[config.mk]
export PLATFORM = sky130hd
export DESIGN_NAME = i2c_master_sequencer_flat
export DESIGN_NICKNAME = d
export VERILOG_FILES = /design/src/design/i2cm_pkg.sv /design/src/design/i2cm_if.sv /design/src/design/i2c_master_sequencer.sv /design/src/design/i2cm_core.sv /design/src/flat_wrapper.sv
export SDC_FILE = /design/constraint.sdc
export NUM_CORES = 1
export LEC_CHECK = 0
export BUFFER_PORTS_ARGS = -buffer_cell sky130_fd_sc_hd__buf_2
export CELL_PAD_IN_SITES_DETAIL_PLACEMENT = 0
export CELL_PAD_IN_SITES_GLOBAL_PLACEMENT = 1
export CORE_MARGIN = 2
export CORE_UTILIZATION = 46
export DETAILED_ROUTE_END_ITERATION = 10
export HOLD_SLACK_MARGIN = 0.08
export PLACE_DENSITY = 0.88
export SLEW_MARGIN = 10
export SYNTH_ARGS = -nofsm -noshare
export SYNTH_HDL_FRONTEND = slang
export SYNTH_SLANG_ARGS = --single-unit
export TNS_END_PERCENT = 50
[constraint.sdc]
create_clock -name clk -period 5.91 [get_ports clk]
set_input_delay 0.8865 -clock clk [delete_from_list [all_inputs] [get_ports clk]]
set_output_delay 0.8865 -clock clk [all_outputs]
set_load 0.005 [all_outputs]
[src/design/i2cm_pkg.sv]
// i2cm_pkg: shared types and constants of the I2C master sequencer.
// Standalone; imported by the core and the top level.
`timescale 1ns / 1ps
`default_nettype none

package i2cm_pkg;

  typedef enum logic [2:0] {
    OP_IDLE  = 3'd0,
    OP_START = 3'd1,
    OP_STOP  = 3'd2,
    OP_WRITE = 3'd3,
    OP_READ  = 3'd4,
    OP_ACK   = 3'd5,
    OP_NACK  = 3'd6
  } op_t;

  localparam logic [7:0] SLOT_TICKS_RESET = 8'd7;

  localparam logic [4:0] LAST_SLOT_START = 5'd3;
  localparam logic [4:0] LAST_SLOT_WRITE = 5'd26;
  localparam logic [4:0] LAST_SLOT_READ  = 5'd16;
  localparam logic [4:0] LAST_SLOT_SHORT = 5'd2;
  localparam logic [4:0] WRITE_REL_SLOT  = 5'd24;
  localparam logic [4:0] WRITE_ACK_SLOT  = 5'd25;

  typedef struct packed {
    logic [2:0] command;
    logic [7:0] tx_byte;
    logic       sda_level;
  } in_t;

  typedef struct packed {
    logic       scl_out;
    logic       sda_out;
    logic       busy_res;
    logic       done_res;
    logic [7:0] rx_byte;
    logic       nack_seen;
    logic       dropped;
  } res_t;

endpackage

`default_nettype wire

[src/design/i2cm_if.sv]
// i2cm_if: valid/ready channel interfaces for tick input, result output and
// configuration writes. Depends on nothing beyond the language.
`timescale 1ns / 1ps
`default_nettype none

interface i2cm_in_if;
  logic       valid;
  logic       ready;
  logic [2:0] command;
  logic [7:0] tx_byte;
  logic       sda_level;

  modport source (output valid, command, tx_byte, sda_level, input ready);
  modport sink (input valid, command, tx_byte, sda_level, output ready);
endinterface

interface i2cm_out_if;
  logic       valid;
  logic       ready;
  logic       scl_out;
  logic       sda_out;
  logic       busy_res;
  logic       done_res;
  logic [7:0] rx_byte;
  logic       nack_seen;
  logic       dropped;

  modport source (output valid, scl_out, sda_out, busy_res, done_res, rx_byte,
                  nack_seen, dropped, input ready);
  modport sink (input valid, scl_out, sda_out, busy_res, done_res, rx_byte,
                nack_seen, dropped, output ready);
endinterface

interface i2cm_cfg_if;
  logic       valid;
  logic       ready;
  logic [7:0] data;

  modport source (output valid, data, input ready);
  modport sink (input valid, data, output ready);
endinterface

`default_nettype wire

[src/design/i2c_master_sequencer.sv]
// i2c_master_sequencer: top level with tick input, result output and
// configuration channels. Depends on i2cm_pkg, i2cm_if and i2cm_core.
// Throughput: one tick per cycle while the skid register is empty. Results
// are registered in the output register, or in a skid register while the
// output stalls, so input ready stays high while one result is pending.
// Reset: SCL and SDA released high, sequencer idle, slot_ticks 7, no result
// pending; configuration writes are taken in every cycle.
`timescale 1ns / 1ps
`default_nettype none

module i2c_master_sequencer (
  input logic        clk,
  input logic        rst,
  i2cm_in_if.sink    in_ch,
  i2cm_out_if.source out_ch,
  i2cm_cfg_if.sink   cfg_ch
);
  import i2cm_pkg::*;

  logic  in_xfer;
  in_t   in_item;
  res_t  res;
  res_t  out_res;
  res_t  skid_res;
  logic  out_valid;
  logic  skid_valid;

  assign in_ch.ready  = !skid_valid;
  assign cfg_ch.ready = 1'b1;
  assign in_xfer      = in_ch.valid && in_ch.ready;
  assign in_item      = '{command:   in_ch.command,
                          tx_byte:   in_ch.tx_byte,
                          sda_level: in_ch.sda_level};

  i2cm_core u_core (
    .clk      (clk),
    .rst      (rst),
    .step     (in_xfer),
    .cfg_we   (cfg_ch.valid && cfg_ch.ready),
    .cfg_data (cfg_ch.data),
    .in_item  (in_item),
    .res      (res)
  );

  always_ff @(posedge clk) begin
    if (rst) begin
      out_valid  <= 1'b0;
      skid_valid <= 1'b0;
    end else if (out_ch.ready || !out_valid) begin
      if (skid_valid) begin
        out_valid  <= 1'b1;
        skid_valid <= 1'b0;
      end else begin
        out_valid <= in_xfer;
      end
    end else if (in_xfer) begin
      skid_valid <= 1'b1;
    end
  end

  always_ff @(posedge clk) begin
    if (out_ch.ready || !out_valid) begin
      if (skid_valid) out_res <= skid_res;
      else if (in_xfer) out_res <= res;
    end else if (in_xfer) begin
      skid_res <= res;
    end
  end

  assign out_ch.valid     = out_valid;
  assign out_ch.scl_out   = out_res.scl_out;
  assign out_ch.sda_out   = out_res.sda_out;
  assign out_ch.busy_res  = out_res.busy_res;
  assign out_ch.done_res  = out_res.done_res;
  assign out_ch.rx_byte   = out_res.rx_byte;
  assign out_ch.nack_seen = out_res.nack_seen;
  assign out_ch.dropped   = out_res.dropped;

endmodule

`default_nettype wire

[src/design/i2cm_core.sv]
// i2cm_core: slot sequencer state and the single-pass next-state logic for
// one tick. Depends on i2cm_pkg.
`timescale 1ns / 1ps
`default_nettype none

module i2cm_core (
  input  logic           clk,
  input  logic           rst,
  input  logic           step,
  input  logic           cfg_we,
  input  logic [7:0]     cfg_data,
  input  i2cm_pkg::in_t  in_item,
  output i2cm_pkg::res_t res
);
  import i2cm_pkg::*;

  typedef struct packed {
    logic       scl;
    logic       sda;
    logic [7:0] shift;
  } lines_t;

  op_t        op;
  logic [4:0] slot_index;
  logic [1:0] phase;
  logic [7:0] tick_count;
  logic [7:0] shift_reg;
  logic [7:0] read_value;
  logic       ack_flag;
  logic       scl_level;
  logic       sda_drive;
  logic [7:0] slot_ticks;

  op_t        op_a;
  logic [4:0] slot_a;
  logic [1:0] phase_a;
  logic [7:0] tick_a;
  logic       start_cmd;
  logic       cmd_valid;
  logic       slot_end;
  logic       last;
  logic       drop;
  logic       done;

  op_t        op_next;
  logic [4:0] slot_index_next;
  logic [1:0] phase_next;
  logic [7:0] tick_count_next;
  logic [7:0] read_value_next;
  logic       ack_flag_next;
  lines_t     lines_a;
  lines_t     lines_b;
  lines_t     lines_next;

  function automatic logic [4:0] last_slot(op_t o);
    case (o)
      OP_START: return LAST_SLOT_START;
      OP_WRITE: return LAST_SLOT_WRITE;
      OP_READ:  return LAST_SLOT_READ;
      default:  return LAST_SLOT_SHORT;
    endcase
  endfunction

  function automatic lines_t apply_slot(op_t o, logic [4:0] i, logic [1:0] ph, lines_t cur);
    lines_t r;
    r = cur;
    case (o)
      OP_START: begin
        if (i == 5'd0) r.sda = 1'b1;
        else if (i == 5'd1) r.scl = 1'b1;
        else if (i == 5'd2) r.sda = 1'b0;
        else r.scl = 1'b0;
      end
      OP_STOP: begin
        if (i == 5'd0) r.sda = 1'b0;
        else if (i == 5'd1) r.scl = 1'b1;
        else r.sda = 1'b1;
      end
      OP_ACK, OP_NACK: begin
        if (i == 5'd0) r.sda = (o == OP_NACK);
        else if (i == 5'd1) r.scl = 1'b1;
        else r.scl = 1'b0;
      end
      OP_WRITE: begin
        if (i == WRITE_REL_SLOT) begin
          r.sda = 1'b1;
        end else if (ph == 2'd0) begin
          r.sda   = cur.shift[7];
          r.shift = {cur.shift[6:0], 1'b0};
        end else begin
          r.scl = (ph == 2'd1);
        end
      end
      OP_READ: begin
        if (i == 5'd0) r.sda = 1'b1;
        else r.scl = i[0];
      end
      default: ;
    endcase
    return r;
  endfunction

  assign cmd_valid = (in_item.command >= 3'd1) && (in_item.command <= 3'd6);

  always_comb begin
    op_a      = op;
    slot_a    = slot_index;
    phase_a   = phase;
    tick_a    = tick_count;
    start_cmd = 1'b0;
    drop      = 1'b0;
    if (op != OP_IDLE) begin
      drop   = cmd_valid;
      tick_a = tick_count + 8'd1;
    end else if (cmd_valid) begin
      op_a      = op_t'(in_item.command);
      slot_a    = 5'd0;
      phase_a   = 2'd0;
      tick_a    = 8'd1;
      start_cmd = 1'b1;
    end
    slot_end = (op_a != OP_IDLE) && (tick_a >= slot_ticks);
    last     = (slot_a == last_slot(op_a));

    op_next         = op_a;
    slot_index_next = slot_a;
    phase_next      = phase_a;
    tick_count_next = tick_a;
    done            = 1'b0;
    if (slot_end) begin
      tick_count_next = 8'd0;
      if (last) begin
        op_next         = OP_IDLE;
        slot_index_next = 5'd0;
        done            = 1'b1;
      end else begin
        slot_index_next = slot_a + 5'd1;
        phase_next      = (phase_a == 2'd2) ? 2'd0 : phase_a + 2'd1;
      end
    end
  end

  always_comb begin
    lines_a = '{scl: scl_level, sda: sda_drive, shift: shift_reg};
    if (start_cmd) begin
      lines_a.shift = (op_a == OP_WRITE) ? in_item.tx_byte : 8'd0;
      lines_a       = apply_slot(op_a, 5'd0, 2'd0, lines_a);
    end

    lines_b       = lines_a;
    ack_flag_next = ack_flag;
    if (slot_end) begin
      if (op_a == OP_WRITE && slot_a == WRITE_ACK_SLOT) begin
        ack_flag_next = in_item.sda_level;
      end else if (op_a == OP_READ && slot_a[0]) begin
        lines_b.shift = {lines_a.shift[6:0], in_item.sda_level};
      end
    end

    read_value_next = read_value;
    if (slot_end && last && op_a == OP_READ) read_value_next = lines_b.shift;

    if (slot_end && !last) lines_next = apply_slot(op_a, slot_index_next, phase_next, lines_b);
    else lines_next = lines_b;
  end

  always_ff @(posedge clk) begin
    if (rst) begin
      op         <= OP_IDLE;
      slot_index <= 5'd0;
      phase      <= 2'd0;
      tick_count <= 8'd0;
      shift_reg  <= 8'd0;
      read_value <= 8'd0;
      ack_flag   <= 1'b0;
      scl_level  <= 1'b1;
      sda_drive  <= 1'b1;
    end else if (step) begin
      op         <= op_next;
      slot_index <= slot_index_next;
      phase      <= phase_next;
      tick_count <= tick_count_next;
      shift_reg  <= lines_next.shift;
      read_value <= read_value_next;
      ack_flag   <= ack_flag_next;
      scl_level  <= lines_next.scl;
      sda_drive  <= lines_next.sda;
    end
  end

  always_ff @(posedge clk) begin
    if (rst) begin
      slot_ticks <= SLOT_TICKS_RESET;
    end else if (cfg_we) begin
      slot_ticks <= cfg_data;
    end
  end

  assign res = '{scl_out:   lines_next.scl,
                 sda_out:   lines_next.sda,
                 busy_res:  (op_next != OP_IDLE),
                 done_res:  done,
                 rx_byte:   read_value_next,
                 nack_seen: ack_flag_next,
                 dropped:   drop};

endmodule

`default_nettype wire

[src/flat_wrapper.sv]
// flat-port wrapper written by rule: the top's interface ports become plain ports
module i2c_master_sequencer_flat import i2cm_pkg::*;
  (clk, rst, in_ch_valid, in_ch_command, in_ch_tx_byte, in_ch_sda_level, in_ch_ready, out_ch_valid, out_ch_scl_out, out_ch_sda_out, out_ch_busy_res, out_ch_done_res, out_ch_rx_byte, out_ch_nack_seen, out_ch_dropped, out_ch_ready, cfg_ch_valid, cfg_ch_data, cfg_ch_ready);
  i2cm_in_if in_ch_i ();
  i2cm_out_if out_ch_i ();
  i2cm_cfg_if cfg_ch_i ();
  input logic clk;
  input logic rst;
  input wire logic [$bits(in_ch_i.valid)-1:0] in_ch_valid;
  input wire logic [$bits(in_ch_i.command)-1:0] in_ch_command;
  input wire logic [$bits(in_ch_i.tx_byte)-1:0] in_ch_tx_byte;
  input wire logic [$bits(in_ch_i.sda_level)-1:0] in_ch_sda_level;
  output wire logic [$bits(in_ch_i.ready)-1:0] in_ch_ready;
  output wire logic [$bits(out_ch_i.valid)-1:0] out_ch_valid;
  output wire logic [$bits(out_ch_i.scl_out)-1:0] out_ch_scl_out;
  output wire logic [$bits(out_ch_i.sda_out)-1:0] out_ch_sda_out;
  output wire logic [$bits(out_ch_i.busy_res)-1:0] out_ch_busy_res;
  output wire logic [$bits(out_ch_i.done_res)-1:0] out_ch_done_res;
  output wire logic [$bits(out_ch_i.rx_byte)-1:0] out_ch_rx_byte;
  output wire logic [$bits(out_ch_i.nack_seen)-1:0] out_ch_nack_seen;
  output wire logic [$bits(out_ch_i.dropped)-1:0] out_ch_dropped;
  input wire logic [$bits(out_ch_i.ready)-1:0] out_ch_ready;
  input wire logic [$bits(cfg_ch_i.valid)-1:0] cfg_ch_valid;
  input wire logic [$bits(cfg_ch_i.data)-1:0] cfg_ch_data;
  output wire logic [$bits(cfg_ch_i.ready)-1:0] cfg_ch_ready;
  assign in_ch_i.valid = in_ch_valid;
  assign in_ch_i.command = in_ch_command;
  assign in_ch_i.tx_byte = in_ch_tx_byte;
  assign in_ch_i.sda_level = in_ch_sda_level;
  assign in_ch_ready = in_ch_i.ready;
  assign out_ch_valid = out_ch_i.valid;
  assign out_ch_scl_out = out_ch_i.scl_out;
  assign out_ch_sda_out = out_ch_i.sda_out;
  assign out_ch_busy_res = out_ch_i.busy_res;
  assign out_ch_done_res = out_ch_i.done_res;
  assign out_ch_rx_byte = out_ch_i.rx_byte;
  assign out_ch_nack_seen = out_ch_i.nack_seen;
  assign out_ch_dropped = out_ch_i.dropped;
  assign out_ch_i.ready = out_ch_ready;
  assign cfg_ch_i.valid = cfg_ch_valid;
  assign cfg_ch_i.data = cfg_ch_data;
  assign cfg_ch_ready = cfg_ch_i.ready;
  i2c_master_sequencer u_core (.clk(clk), .rst(rst), .in_ch(in_ch_i), .out_ch(out_ch_i), .cfg_ch(cfg_ch_i));
endmodule
==> impl_metrics.py <==
metrics = {
    "global_routing": {
        "grt_usage_pct": 22.7,
        "grt_pass1_wl_microns": 18300,
        "grt_max_degree": 42,
        "antenna_found_initial": 0,
        "grt_pass1_vias": 3685,
        "grt_overflow_total": 0,
    },
    "synthesis": {
        "async_flop_share_pct": 0,
        "synth_cells": 508,
        "syn_area_sq_um": 4460,
        "synth_top_area_share_pct": 21.1,
        "yosys_warnings": 0,
        "seq_area_frac_synth_pct": 39.9,
        "synth-main-ff-cell": "dfxtp_1",
        "syn_nets": 544,
        "synth_cell_types": 64,
        "avgSynthCellArea_sq_um": 8.78,
        "synth_area_leaders": "dfxtp_1 (21%), edfxtp_1 (19%), mux2_2 (5.8%), nor2_1 (5.2%), nand2_1 (4.2%)",
        "ys_seq_elements": 75,
        "yosysMostFrequentCell": "nor2_1",
        "yosys.area.top_type": "dfxtp_1",
        "synth_edf_count": 28,
        "ys_top_cells_by_count": "nor2_1 (62), nand2_1 (50), dfxtp_1 (47)",
    },
    "floorplanning": {
        "die_w_microns": 102,
        "io_pins": 42,
        "dieHeight_microns": 102,
        "dieArea_sq_um": 10500,
        "rows": 35,
        "core_area_sq_um": 9330,
        "initial_core_util_pct": 47.8,
    },
    "timing": {
        "worst_hold_slack_ns": 0.479,
        "tightest_slew_ns": 0.824,
        "rsz0062_at_grt": "false",
        "hold_viol": 0,
        "max_slew_margin_pct": 44.6,
        "fmax_mhz": 203,
        "finalCriticalPeriod_ns": 4.93,
        "fin_skew_ns": 0.00880,
        "fin_tns_setup_ns": 0,
        "setup_viol": 0,
        "worst_slack_ns": 0.983,
        "maxSlewViolCount": 0,
        "fin_crit_sh_pct": 83.4,
    },
    "setup_path": {
        "cp-end-kind": "flop",
        "cp_num_buf_inv": 0,
        "startpoint_type": "flop",
        "crit_arrival_ns": 5.05,
        "path_cells": "or3_1 > a21oi_1 > o21ai_0 > o21ai_0 > ha_1 > a21o_1 > a31oi_1 > o21ai_1 > nand2_1 > nor2_2 > a31oi_1 > o21ba_2 > o41ai_2 > nand2_1 > mux2_2",
        "required_ns": 6.04,
        "cpPeakStageDelay_ns": 0.67,
        "slowest_stage": "or3_1",
        "critical_path.top_delay_family": "compound AO/OA/AOI/OAI gates",
        "crit_fanout": 14,
        "critPathKind": "reg -> reg",
    },
    "finish": {
        "largest-register": "u_core.skid_res",
        "layout-drive-gt1-share_pct": 19.4,
        "fin_nets": 573,
        "regArea_sq_um": 1780,
        "antenna_cells": 0,
        "multi_input_area_sq_um": 2490,
        "largest_reg_flops": 14,
        "n_fill_cell": 858,
        "final_core_util_pct": 52.7,
        "area_growth_pct": 10.2,
    },
    "place": {
        "gp_congestion": 0.971,
        "preCtsSetupSlack_ns": 0.777,
        "hpwl_microns": 8080,
        "io_buffers": 40,
    },
    "cts": {
        "cts.sinks": 75,
        "cts_root_buf": "clkbuf_8",
        "cts_made_buffers": 9,
        "cts.reportedPaths.clkPinSlew_ns": 0.09,
        "cts_hold_buf": 0,
        "htreeDepth": 3,
        "cts_setup_buffers": 0,
        "clock_latency_ns": 0.37,
        "cts_resized": 0,
        "cts_buffer_depth": 2,
        "cts_tree": "done",
    },
    "outcome": {
        "outcome": "finished clean",
    },
    "routing": {
        "drc_errors": 0,
        "wl_per_cell_microns": 17.2,
        "vias_per_cell": 5.98,
        "wl_microns": 11600,
        "drt_pass1_iterations": 5,
        "route.antenna.remaining_nets": 0,
        "vias": 4010,
        "drt_iter0_drc": 297,
    },
    "power_and_ir_drop": {
        "leakage_uw": 0.00197,
        "p_per_area_nw_per_um2": 238,
        "ir_drop_uv": 134,
    },
    "worst_hold_path": {
        "hold_class": "reg -> reg",
    },
    "run": {
        "cap_violations": 0,
    },
}
-- tightest hold or removal path: stages (launching register included) --
cell and delay (ns):
dfxtp_1 0.32, nand2_1 0.05, a21oi_1 0.06
-- where the power goes --
part           total [uW]  leakage (uW)  internal [uW]  switching, uW
clock                 361     0.0000864            153            209
combinational         226       0.00123           83.5            142
sequential            582      0.000651            565           17.4
-- cells in the final DEF (no fill, tap or decap), types with 5 or more instances in the layout --
cell type,n
nand3_1,17
nor3_1,19
and3_1,10
a22oi_1,6
ha_1,11
mux2i_1,15
buf_2,40
mux2_2,23
dfxtp_1,47
a211oi_1,14
buf_4,5
a31oi_1,13
a21oi_1,32
o21ai_0,25
inv_1,18
clkbuf_8,9
nor2_1,62
o31ai_1,7
a21o_1,8
edfxtp_1,28
and2_1,5
nand2_1,50
-- path summary, 6_finish.rpt --
path	end	slack (ns)	cells past startpoint	from
worst max register to register	u_core.out_ch.sda_out	0.98	15	u_core.u_core.op[2]
worst min-delay path	u_core.u_core.read_value[0]	0.48	2	u_core.u_core.read_value[0]
worst max-delay path	u_core.out_ch.sda_out	0.98	15	u_core.u_core.op[2]
worst min register to register	u_core.u_core.read_value[0]	0.48	2	u_core.u_core.read_value[0]
-- per-stage QoR --
stage | cells | area (sq um) | total power, uW
final | 671 | 4910 | 1170
after global routing | 671 | 4910 | 1220
after CTS | 671 | 4910 | 1170
after detailed placement | 655 | 4750 | 816
after global placement | 655 | 4750 | 812
after floorplan | 508 | 4460 | 751
-- cell type report --
cell class | count | share of cell area (%)
multi-input combinational | 387 | 50.8
clock buffer | 10 | 2.60
timing repair buffer | 45 | 4.84
clock inverter | 6 | 0.815
tap | 129 | 3.28
sequential | 75 | 36.3
inverter | 19 | 1.45
-- kinds of logic after synthesis --
family,count (synthesis),share of synthesized area (%)
AOI/OAI and AO/OA,138,21.5
xor gates and xnor gates,2,0.393
adders and majority gates,11,3.08
buffers and inverters,46,4.21
DFF,75,39.9
muxes,38,9.17
other,1,0.0840
and+or+nand+nor,197,21.6
-- layer usage --
metal	share of wire (%)	wire length [microns]	vias up	GRT usage, %
li1	-	-	1927	-
met2	46	5310	172	35.6
met1	43	4980	1877	29.9
met4	3.4	394	0	10.5
met3	7.6	884	34	4.86
met5	0	0	-	0
No activity file was read; power rests on OpenSTA's default activity.
